==> config.mk <==
export PLATFORM = sky130hd
export DESIGN_NAME = http_chunked_body_decoder
export DESIGN_NICKNAME = d
export VERILOG_FILES = /design/src/hcbd_pkg.sv /design/src/http_chunked_body_decoder.sv
export VERILOG_INCLUDE_DIRS = /design/src /design/src/src
export SDC_FILE = /design/constraint.sdc
export NUM_CORES = 1
export LEC_CHECK = 0
export BUFFER_PORTS_ARGS = -buffer_cell sky130_fd_sc_hd__buf_2
export CAP_MARGIN = 20
export CORE_ASPECT_RATIO = 0.6
export CORE_UTILIZATION = 40
export DETAILED_ROUTE_END_ITERATION = 10
export GPL_ROUTABILITY_DRIVEN = 0
export HOLD_SLACK_MARGIN = 0.08
export PLACE_DENSITY = 0.57
export SETUP_SLACK_MARGIN = 0.2
export SYNTH_ARGS = -nofsm -noshare
export SYNTH_HDL_FRONTEND = slang
export SYNTH_SLANG_ARGS = --single-unit
==> constraint.sdc <==
create_clock -name aclk -period 4.43 [get_ports aclk]
set_input_delay 0.886 -clock aclk [delete_from_list [all_inputs] [get_ports aclk]]
set_output_delay 0.886 -clock aclk [all_outputs]
set_load 0.05 [all_outputs]
==> src/assert_macros.svh <==
// Assertion macros used by the RTL file of the chunked body decoder.
`ifndef ASSERT_MACROS_SVH
`define ASSERT_MACROS_SVH

// Checks that a condition holds at every clock edge outside reset.
`define ASSERT_ALWAYS(label, clk, rst_n, cond, msg) \
    label: assert property (@(posedge clk) disable iff (!rst_n) (cond)) else $error(msg);

// Checks that a consequence holds in the same cycle as its trigger.
`define ASSERT_SAME(label, clk, rst_n, ante, cons, msg) \
    label: assert property (@(posedge clk) disable iff (!rst_n) (ante) |-> (cons)) \
        else $error(msg);

// Checks that a consequence holds in the cycle after its trigger.
`define ASSERT_NEXT(label, clk, rst_n, ante, cons, msg) \
    label: assert property (@(posedge clk) disable iff (!rst_n) (ante) |=> (cons)) \
        else $error(msg);

`endif

==> src/hcbd_pkg.sv <==
// Types, constants and helper functions of the chunked body decoder.
package hcbd_pkg;

    // Default widths of the size counter and the payload counter.
    localparam int SIZE_BITS_DEF  = 24;
    localparam int COUNT_BITS_DEF = 16;

    // Fixed widths of the stream fields.
    localparam int BYTE_W      = 8;
    localparam int COUNT_OUT_W = 16;
    localparam int M_TDATA_W   = 32;

    // Line delimiter characters.
    localparam logic [BYTE_W-1:0] CHAR_CR = 8'h0D;
    localparam logic [BYTE_W-1:0] CHAR_LF = 8'h0A;

    // Decoder phase.
    typedef enum logic [2:0] {
        PH_START = 3'd0,
        PH_HDR   = 3'd1,
        PH_SIZE  = 3'd2,
        PH_EXT   = 3'd3,
        PH_DATA  = 3'd4,
        PH_CR    = 3'd5,
        PH_LF    = 3'd6,
        PH_DONE  = 3'd7
    } phase_t;

    // Outcome reported with each result.
    typedef enum logic [2:0] {
        ST_RUNNING     = 3'd0,
        ST_ZERO_CHUNK  = 3'd1,
        ST_CLEAN_END   = 3'd2,
        ST_SHORT_CHUNK = 3'd3,
        ST_NO_CRLF     = 3'd4,
        ST_NO_HDR_END  = 3'd5,
        ST_SIZE_OVFL   = 3'd6
    } status_t;

    // Decoded hex digit: a flag for a valid digit and its value.
    typedef struct packed {
        logic       valid;
        logic [3:0] value;
    } hex_digit_t;

    // Decodes one ASCII hex digit, upper or lower case.
    function automatic hex_digit_t hex_decode(input logic [BYTE_W-1:0] b);
        hex_digit_t d;
        d.valid = 1'b0;
        d.value = 4'd0;
        if (b >= 8'h30 && b <= 8'h39) begin
            d.valid = 1'b1;
            d.value = 4'(b - 8'h30);
        end else if (b >= 8'h41 && b <= 8'h46) begin
            d.valid = 1'b1;
            d.value = 4'(b - 8'h37);
        end else if (b >= 8'h61 && b <= 8'h66) begin
            d.valid = 1'b1;
            d.value = 4'(b - 8'h57);
        end
        return d;
    endfunction

endpackage

==> src/http_chunked_body_decoder.sv <==
// Top level of the HTTP/1.1 chunked transfer-coding body decoder.
//
// The slave channel takes one received byte per transaction; tlast marks the
// final byte of a received buffer. Every input transaction yields exactly one
// result transaction on the master channel, in the cycle after acceptance. The
// result flags a decoded payload byte in tuser and carries the byte, the
// status code, a finished flag and the saturating payload count in tdata.
// Throughput is one byte per cycle when not stalled: the whole decode step is
// a small state update between the state registers and the result register.
// skip_headers must be written through cfg_we/cfg_wdata only while idle,
// unchecked by the block; it is sampled on the first byte of each buffer; when
// set, bytes up to the blank line ending the headers are consumed first. Reset
// clears the phase, the counters, the result valid flag and sets skip_headers;
// no clearing pass is needed. When the receiver stalls, the result is held in
// the output register and s_axis_tready falls until it is taken; a result taken
// in the same cycle frees the register for the next byte at once.
`include "assert_macros.svh"

module http_chunked_body_decoder #(
    parameter int SIZE_BITS  = hcbd_pkg::SIZE_BITS_DEF,
    parameter int COUNT_BITS = hcbd_pkg::COUNT_BITS_DEF
) (
    input  logic                          aclk,
    input  logic                          aresetn,
    // Configuration: skip_headers.
    input  logic                          cfg_we,
    input  logic                          cfg_wdata,
    // Input stream.
    input  logic                          s_axis_tvalid,
    output logic                          s_axis_tready,
    input  logic [hcbd_pkg::BYTE_W-1:0]   s_axis_tdata,   // [7:0] data_byte
    input  logic                          s_axis_tlast,   // last_byte
    // Result stream.
    output logic                          m_axis_tvalid,
    input  logic                          m_axis_tready,
    output logic [hcbd_pkg::M_TDATA_W-1:0] m_axis_tdata,  // [7:0] out_byte,
                                                          // [10:8] status,
                                                          // [11] final_res,
                                                          // [27:12] decoded_count,
                                                          // [31:28] zero
    output logic                          m_axis_tuser    // out_valid
);

    localparam int CNT_EXT_W = (COUNT_BITS > hcbd_pkg::COUNT_OUT_W) ?
                               COUNT_BITS : hcbd_pkg::COUNT_OUT_W;
    localparam int PAD_W     = hcbd_pkg::M_TDATA_W - hcbd_pkg::COUNT_OUT_W - 1 - 3
                               - hcbd_pkg::BYTE_W;
    localparam logic [COUNT_BITS-1:0] COUNT_MAX = '1;

    // Configuration register.
    logic skip_headers_reg;

    // Decoder state.
    hcbd_pkg::phase_t        phase_reg, phase_next, phase_step, phase_eff;
    logic [1:0]              dmatch_reg, dmatch_next;
    logic [SIZE_BITS-1:0]    acc_reg, acc_next, acc_step;
    logic                    digit_reg, digit_next;
    logic [SIZE_BITS-1:0]    remain_reg, remain_next, remain_dec;
    logic [COUNT_BITS-1:0]   count_reg, count_next, count_step;

    // Step results of the decode logic.
    logic                    step_fin;
    hcbd_pkg::status_t       step_status;
    hcbd_pkg::hex_digit_t    hex;

    // Result fields.
    logic                    res_valid;
    logic [hcbd_pkg::BYTE_W-1:0] res_byte;
    hcbd_pkg::status_t       res_status;
    logic                    res_fin;
    logic [CNT_EXT_W-1:0]    count_ext;

    // Output register.
    logic                    m_valid_reg;
    logic                    o_valid_reg;
    logic [hcbd_pkg::BYTE_W-1:0] o_byte_reg;
    hcbd_pkg::status_t       o_status_reg;
    logic                    o_fin_reg;
    logic [hcbd_pkg::COUNT_OUT_W-1:0] o_count_reg;

    logic s_fire;
    logic was_done;

    // A new byte is taken whenever the output register is free or being emptied.
    assign s_axis_tready = !m_valid_reg || m_axis_tready;
    assign s_fire        = s_axis_tvalid && s_axis_tready;

    assign hex        = hcbd_pkg::hex_decode(s_axis_tdata);
    assign was_done   = (phase_reg == hcbd_pkg::PH_DONE);
    assign remain_dec = (remain_reg != '0) ? remain_reg - SIZE_BITS'(1) : remain_reg;

    // Next-state logic: one decode step, then a rearm on the buffer's last byte.
    always_comb begin
        phase_eff = phase_reg;
        if (phase_reg == hcbd_pkg::PH_START) begin
            phase_eff = skip_headers_reg ? hcbd_pkg::PH_HDR : hcbd_pkg::PH_SIZE;
        end
        phase_step  = phase_eff;
        dmatch_next = dmatch_reg;
        acc_step    = acc_reg;
        digit_next  = digit_reg;
        remain_next = remain_reg;
        count_step  = count_reg;
        step_fin    = 1'b0;
        step_status = hcbd_pkg::ST_RUNNING;

        unique case (phase_eff)
            hcbd_pkg::PH_HDR: begin
                if (s_axis_tdata == (dmatch_reg[0] ? hcbd_pkg::CHAR_LF : hcbd_pkg::CHAR_CR)) begin
                    if (dmatch_reg == 2'd3) begin
                        dmatch_next = 2'd0;
                        phase_step  = hcbd_pkg::PH_SIZE;
                    end else begin
                        dmatch_next = dmatch_reg + 2'd1;
                    end
                end else begin
                    dmatch_next = (s_axis_tdata == hcbd_pkg::CHAR_CR) ? 2'd1 : 2'd0;
                end
            end
            hcbd_pkg::PH_SIZE: begin
                if (hex.valid) begin
                    if (acc_reg[SIZE_BITS-1 -: 4] != 4'd0) begin
                        step_fin    = 1'b1;
                        step_status = hcbd_pkg::ST_SIZE_OVFL;
                        phase_step  = hcbd_pkg::PH_DONE;
                    end else begin
                        acc_step   = {acc_reg[SIZE_BITS-5:0], hex.value};
                        digit_next = 1'b1;
                    end
                end else begin
                    dmatch_next = (s_axis_tdata == hcbd_pkg::CHAR_CR) ? 2'd1 : 2'd0;
                    phase_step  = hcbd_pkg::PH_EXT;
                end
            end
            hcbd_pkg::PH_EXT: begin
                if (dmatch_reg == 2'd1 && s_axis_tdata == hcbd_pkg::CHAR_LF) begin
                    dmatch_next = 2'd0;
                    if (!digit_reg || acc_reg == '0) begin
                        step_fin    = 1'b1;
                        step_status = hcbd_pkg::ST_ZERO_CHUNK;
                        phase_step  = hcbd_pkg::PH_DONE;
                    end else begin
                        remain_next = acc_reg;
                        acc_step    = '0;
                        digit_next  = 1'b0;
                        phase_step  = hcbd_pkg::PH_DATA;
                    end
                end else begin
                    dmatch_next = (s_axis_tdata == hcbd_pkg::CHAR_CR) ? 2'd1 : 2'd0;
                end
            end
            hcbd_pkg::PH_DATA: begin
                if (count_reg != COUNT_MAX) begin
                    count_step = count_reg + COUNT_BITS'(1);
                end
                remain_next = remain_dec;
                if (remain_dec == '0) begin
                    phase_step = hcbd_pkg::PH_CR;
                end
            end
            hcbd_pkg::PH_CR: begin
                if (s_axis_tdata == hcbd_pkg::CHAR_CR) begin
                    phase_step = hcbd_pkg::PH_LF;
                end else begin
                    step_fin    = 1'b1;
                    step_status = hcbd_pkg::ST_NO_CRLF;
                    phase_step  = hcbd_pkg::PH_DONE;
                end
            end
            hcbd_pkg::PH_LF: begin
                if (s_axis_tdata == hcbd_pkg::CHAR_LF) begin
                    phase_step = hcbd_pkg::PH_SIZE;
                end else begin
                    step_fin    = 1'b1;
                    step_status = hcbd_pkg::ST_NO_CRLF;
                    phase_step  = hcbd_pkg::PH_DONE;
                end
            end
            hcbd_pkg::PH_START,
            hcbd_pkg::PH_DONE: begin
                // Finished bytes leave the state untouched.
            end
        endcase

        // Rearm after the last byte of a buffer.
        phase_next = phase_step;
        acc_next   = acc_step;
        count_next = count_step;
        if (s_axis_tlast) begin
            phase_next  = hcbd_pkg::PH_START;
            dmatch_next = 2'd0;
            acc_next    = '0;
            digit_next  = 1'b0;
            remain_next = '0;
            count_next  = '0;
        end
    end

    // Output logic: payload byte, and the buffer-end report where none was given.
    always_comb begin
        res_valid  = (phase_eff == hcbd_pkg::PH_DATA);
        res_byte   = res_valid ? s_axis_tdata : '0;
        res_fin    = step_fin;
        res_status = step_status;
        if (s_axis_tlast && !step_fin && !was_done) begin
            res_fin = 1'b1;
            unique case (phase_step)
                hcbd_pkg::PH_HDR: res_status = hcbd_pkg::ST_NO_HDR_END;
                hcbd_pkg::PH_SIZE,
                hcbd_pkg::PH_EXT: res_status = (acc_step == '0) ?
                                               hcbd_pkg::ST_CLEAN_END :
                                               hcbd_pkg::ST_SHORT_CHUNK;
                hcbd_pkg::PH_DATA: res_status = hcbd_pkg::ST_SHORT_CHUNK;
                default: res_status = hcbd_pkg::ST_NO_CRLF;
            endcase
        end
        count_ext = CNT_EXT_W'(count_step);
    end

    // Configuration register.
    always_ff @(posedge aclk) begin
        if (!aresetn) begin
            skip_headers_reg <= 1'b1;
        end else if (cfg_we) begin
            skip_headers_reg <= cfg_wdata;
        end
    end

    // Decoder state, updated once per accepted transaction.
    always_ff @(posedge aclk) begin
        if (!aresetn) begin
            phase_reg  <= hcbd_pkg::PH_START;
            dmatch_reg <= 2'd0;
            acc_reg    <= '0;
            digit_reg  <= 1'b0;
            remain_reg <= '0;
            count_reg  <= '0;
        end else if (s_fire) begin
            phase_reg  <= phase_next;
            dmatch_reg <= dmatch_next;
            acc_reg    <= acc_next;
            digit_reg  <= digit_next;
            remain_reg <= remain_next;
            count_reg  <= count_next;
        end
    end

    // Result register valid flag.
    always_ff @(posedge aclk) begin
        if (!aresetn) begin
            m_valid_reg <= 1'b0;
        end else if (s_fire) begin
            m_valid_reg <= 1'b1;
        end else if (m_axis_tready) begin
            m_valid_reg <= 1'b0;
        end
    end

    // Result register payload.
    always_ff @(posedge aclk) begin
        if (s_fire) begin
            o_valid_reg  <= res_valid;
            o_byte_reg   <= res_byte;
            o_status_reg <= res_status;
            o_fin_reg    <= res_fin;
            o_count_reg  <= count_ext[hcbd_pkg::COUNT_OUT_W-1:0];
        end
    end

    assign m_axis_tvalid = m_valid_reg;
    assign m_axis_tuser  = o_valid_reg;
    assign m_axis_tdata  = {{PAD_W{1'b0}}, o_count_reg, o_fin_reg, o_status_reg, o_byte_reg};

    // A result without a payload byte carries a zero byte.
    `ASSERT_SAME(a_byte_zero, aclk, aresetn, m_axis_tvalid && !m_axis_tuser,
                 m_axis_tdata[7:0] == 8'd0, "payload byte not zero without out_valid")
    // A finished result always names an outcome.
    `ASSERT_SAME(a_fin_status, aclk, aresetn, m_axis_tvalid && m_axis_tdata[11],
                 m_axis_tdata[10:8] != 3'd0, "finished result with running status")
    // The last byte of a buffer always rearms the decoder.
    `ASSERT_NEXT(a_rearm, aclk, aresetn, s_fire && s_axis_tlast,
                 phase_reg == hcbd_pkg::PH_START, "decoder not rearmed after last byte")
    // Chunk data phase always has bytes left to pass.
    `ASSERT_ALWAYS(a_data_remain, aclk, aresetn,
                   phase_reg != hcbd_pkg::PH_DATA || remain_reg != '0,
                   "data phase with no bytes remaining")

endmodule
# After elaboration in Yosys (flattened, before gate mapping)
# Index checks and enable logic that the tools add are counted.
# classes
eq_ne,22
n_lt_le_gt_ge,6
n_reduce_logical,27
mux,63
n_addsub,6
# op_table
op,count
24-bit 2-to-1 mux,9
24-bit one-hot mux with 2 select lines,2
24-bit zero test,3
16-bit 2-to-1 mux,3
3-bit 2-to-1 mux,15
24-bit nonzero test,1
"24-bit by 1-bit subtractor with 24-bit output, second input constant",1
1-bit 2-to-1 mux,19
3-bit one-hot mux with 6 select lines,1
"16-bit by 1-bit adder with 16-bit output, second input constant",1
"8-bit by 4-bit equality test with 1-bit output, second input constant",2
"8-bit by 7-bit greater-or-equal comparator with 1-bit output, second input constant",2
"8-bit by 7-bit less-or-equal comparator with 1-bit output, second input constant",2
"16-bit != test, second input constant",1
"3-bit equality test, second input constant",5
5-bit 2-to-1 mux,3
"3-bit != test, second input constant",5
"3-bit by 2-bit equality test with 1-bit output, second input constant",4
2-bit 2-to-1 mux,6
3-bit one-hot mux with 4 select lines,1
3-bit one-hot mux with 3 select lines,1
8-bit by 4-bit equality test with 1-bit output,1
"8-bit by 6-bit greater-or-equal comparator with 1-bit output, second input constant",1
"8-bit by 6-bit less-or-equal comparator with 1-bit output, second input constant",1
other kinds (20),34
# totals
ff_bits,101
inputBits,15

# Longest topological paths before layout
# logic_depth
depth_word,12
ltp_mapped,10
mapped_depth_nobuf,9

# Least setup slack after synthesis
# OpenSTA, ideal clock, no wires.
# synth_timing
path_type,in2reg
from,in m_axis_tready
to,reg remain_reg[0]
cell_stages,7
t_arrival_ps,3157
setup_ps,128
required_time_ps,4302
path_buffers,1
path_slack_ps,1145
cell_sequence,nand2b_1 -> nand2_1 -> inv_1 -> clkbuf_1 -> o21ai_0 -> o211ai_1 -> o21ai_0
# synth_via
elab_chain_cells,3
# synth_lines
item,line_no,source
start: declaration,http_chunked_body_decoder.sv:35,"input logic m_axis_tready,"
1-bit logical OR,http_chunked_body_decoder.sv:85,assign s_axis_tready = !m_valid_reg || m_axis_tready;
1-bit logical AND,http_chunked_body_decoder.sv:86,assign s_fire = s_axis_tvalid && s_axis_tready;
via s_fire,http_chunked_body_decoder.sv:81,logic s_fire;
4-bit AND reduction (no source line),-,
end signal: assignment,http_chunked_body_decoder.sv:243,remain_reg <= remain_next;
end: declaration,http_chunked_body_decoder.sv:58,"logic [SIZE_BITS-1:0] remain_reg, remain_next, remain_dec;"
# The timed path passes the listed nets, and every way through them passes these cells.
# A chain may end at the register's enable or synchronous reset.

# Worst setup path after layout
# layout_timing
from,in s_axis_tdata[1] (netlist bit)
to,reg remain_reg[21]
# layout_via
elab_chain_cells,4
# layout_lines
item,line_no,source
start: declaration,http_chunked_body_decoder.sv:31,"input logic [hcbd_pkg::BYTE_W-1:0] s_axis_tdata,"
8-bit by 4-bit equality test with 1-bit output,http_chunked_body_decoder.sv:136,if (dmatch_reg == 2'd1 && s_axis_tdata == hcbd_pkg::CHAR_LF) begin
1-bit logical AND,http_chunked_body_decoder.sv:136,
3-bit != test (no source line),-,
4-bit AND reduction (no source line),-,
# No other way between the ends.

==> flow_summary.json <==
{
  "mostFrequentLayoutCell": "dfxtp_1",
  "cts.repair.resized": 0,
  "syn-cell-area_sq_mm": 0.00594,
  "synth_area_leaders": "dfxtp_1 24%, edfxtp_1 15%, a22oi_1 5.1%",
  "powerDensity_mw_per_mm2": 307,
  "root_buffer": "clkbuf_16",
  "start_util": 0.410,
  "ys.flop_type": "dfxtp_1",
  "post_cts_buffers": 0,
  "via_count": 5367,
  "yosysWarnings": 0,
  "cts_buffers": 9,
  "period_needed_ps": 3450,
  "cts_hold_buf": 0,
  "rsz0062_at_grt": "no",
  "criticalPathCategory": "primary input to register",
  "ant_nets": 0,
  "slowest_delay_ps": 510,
  "clk_latency_ps": 360,
  "layout-drive-gt1-share": 0.150,
  "synth-compound-area-share": 0.250,
  "die_h_microns": 96.4,
  "cts_max_level": 3,
  "grt_overflow": 0,
  "ys_types": 81,
  "cpMaxStageDelayCell": "a311o_1",
  "clock_path_buffers": 2,
  "worst_setup_path_start_kind": "primary input",
  "io_pins": 50,
  "wl_per_cell_microns": 19.2,
  "synthArstFlopShare": 0,
  "hold_path.class": "register to register",
  "muxShareOfSynthArea": 0.0103,
  "port_buffers": 45,
  "synthSimpleGateAreaFrac": 0.258,
  "drtPass1Iterations": 6,
  "coreArea_sq_mm": 0.0145,
  "clk_pin_slew_ps": 70,
  "fin_crit_sh": 0.779,
  "antenna_found_initial": 0,
  "cp_max_fo": 13,
  "routed_via_density": 6.06,
  "maxSlewHeadroom": 0.221,
  "grt_max_degree": 78,
  "grt_pass1_vias": 4861,
  "setup.worst_path.end_class": "register",
  "syn_area_per_cell_sq_um": 8.98,
  "layout.nets": 706,
  "grtUsageTotal": 0.229,
  "die_w_microns": 159,
  "synthesis.instances": 662,
  "synth_fa_ha_area_frac": 0.0189,
  "diodes": 0,
  "rows": 34,
  "ir_drop_v": 0.000177,
  "routed_wl_microns": 17000,
  "drtIter0Drc": 609,
  "outcome": "finished, final reports clean",
  "yosys_register_bits": 101,
  "clkSinkCount": 101,
  "worstPathRequired_ps": 4680,
  "leakagePower_nw": 2.39,
  "tightest_slew_ps": 1160,
  "dp_hpwl_microns": 11700,
  "max_freq_ghz": 0.290,
  "cts_tree": "done",
  "die_area_sq_mm": 0.0154,
  "synth.top_cell.area_share": 0.242,
  "fillers": 1419,
  "grt_pass1_wl_microns": 27200,
  "critPathBufInv": 2,
  "synth_edf_count": 29,
  "hold_viol": 0,
  "fin_tns_setup_ps": 0,
  "seq_area_frac_synth": 0.389,
  "critPathArrivalTime_ps": 3700,
  "drc": 0,
  "slew_violations": 0,
  "skew_ps": 9.89,
  "synth-xor-area-share": 0.0250,
  "critPathTopFamily": "compound AO/OA/AOI/OAI gates",
  "synth_top_family_by_area": "simple AND/OR/NAND/NOR gates",
  "crit_chain": "buf_2 > inv_1 > ha_1 > o21bai_1 > a21oi_1 > o21ai_0 > a22o_1 > nor3_2 > o21ai_1 > a311o_1",
  "yosysTopAreaCell": "dfxtp_1",
  "most-common-layout-cells": "72 x dfxtp_1, 48 x nor2_1, 45 x buf_2, 42 x nor2b_1, 42 x o21ai_0",
  "maxCapViolCount": 0,
  "setup_violations": 0,
  "timing.hold.ws_ps": 534,
  "area_growth_pct": 10.5
}
## report_power, final
group	total, mW	switching (mW)	leakage, nW	internal (mW)
Clock	0.846	0.389	0.156	0.458
Sequential	0.971	0.00653	0.871	0.964
Combinational	0.197	0.151	1.37	0.0463
Total	2.01	0.546	2.39	1.47
## metrics by stage
step | cells | util | instance area [sq um] | power, mW | worst slack, ps
5_1_grt | 885 | 0.453 | 6570 | 2.07 | 746
4_1_cts | 884 | 0.452 | 6560 | 2.02 | 1080
3_5_place_dp | 868 | 0.431 | 6250 | 1.19 | 694
2_1_floorplan | 665 | - | 5960 | 1.14 | 1140
6_report | 885 | 0.453 | 6570 | 2.01 | 981
3_3_place_gp | 868 | 0.431 | 6250 | 1.19 | 853
## cell families after synthesis
family | Yosys count
other cells | 1
buf+inv | 61
fa+ha+maj | 9
flops | 101
simple gates | 258
xor+xnor | 17
compound gates | 209
mux | 6
## Yosys cell counts, drive strengths merged (14+ instances only)
cell type and number:
a21oi 26, a22oi 40, buf 18, clkbuf 30, dfxtp 72, edfxtp 29
nand2 33, nand3 18, nor2 48, nor2b 42, nor3 29, o21ai 47
or3 14
## area by class of cell
cell class / instances / area (sq um) / share of cell area
multi-input combinational: 503 / 3350 / 0.510
sequential: 101 / 2310 / 0.352
timing repair buffer: 54 / 297 / 0.0451
clock buffer: 12 / 279 / 0.0425
tap: 198 / 248 / 0.0377
inverter: 13 / 48.8 / 0.00743
clock inverter: 4 / 32.5 / 0.00495
## per-layer routing
layer	share of wire	GRT usage	up-vias
met5	0	0	-
met4	0.0085	0.0553	0
met3	0.089	0.0448	16
met2	0.39	0.333	260
met1	0.51	0.343	2533
li1	-	-	2558
## worst reg2reg max path, delay by kind of cell, from the launching register on
family	cells	cell delay [ps]
simple gates	5	1710
compound gates	1	380
flops	1	360
fa+ha+maj	1	240
xor+xnor	1	170
buf+inv	1	130
## worst paths after layout
path | startpoint | end | slack [ps] | cells past startpoint
min | count_reg[11] | count_reg[11] | 530 | 2
min reg2reg | count_reg[11] | count_reg[11] | 530 | 2
max | s_axis_tdata[1] | remain_reg[21] | 980 | 10
max reg2reg | remain_reg[0] | o_status_reg[1] | 1180 | 9
Note: power is estimated with default switching activity, not from simulation.
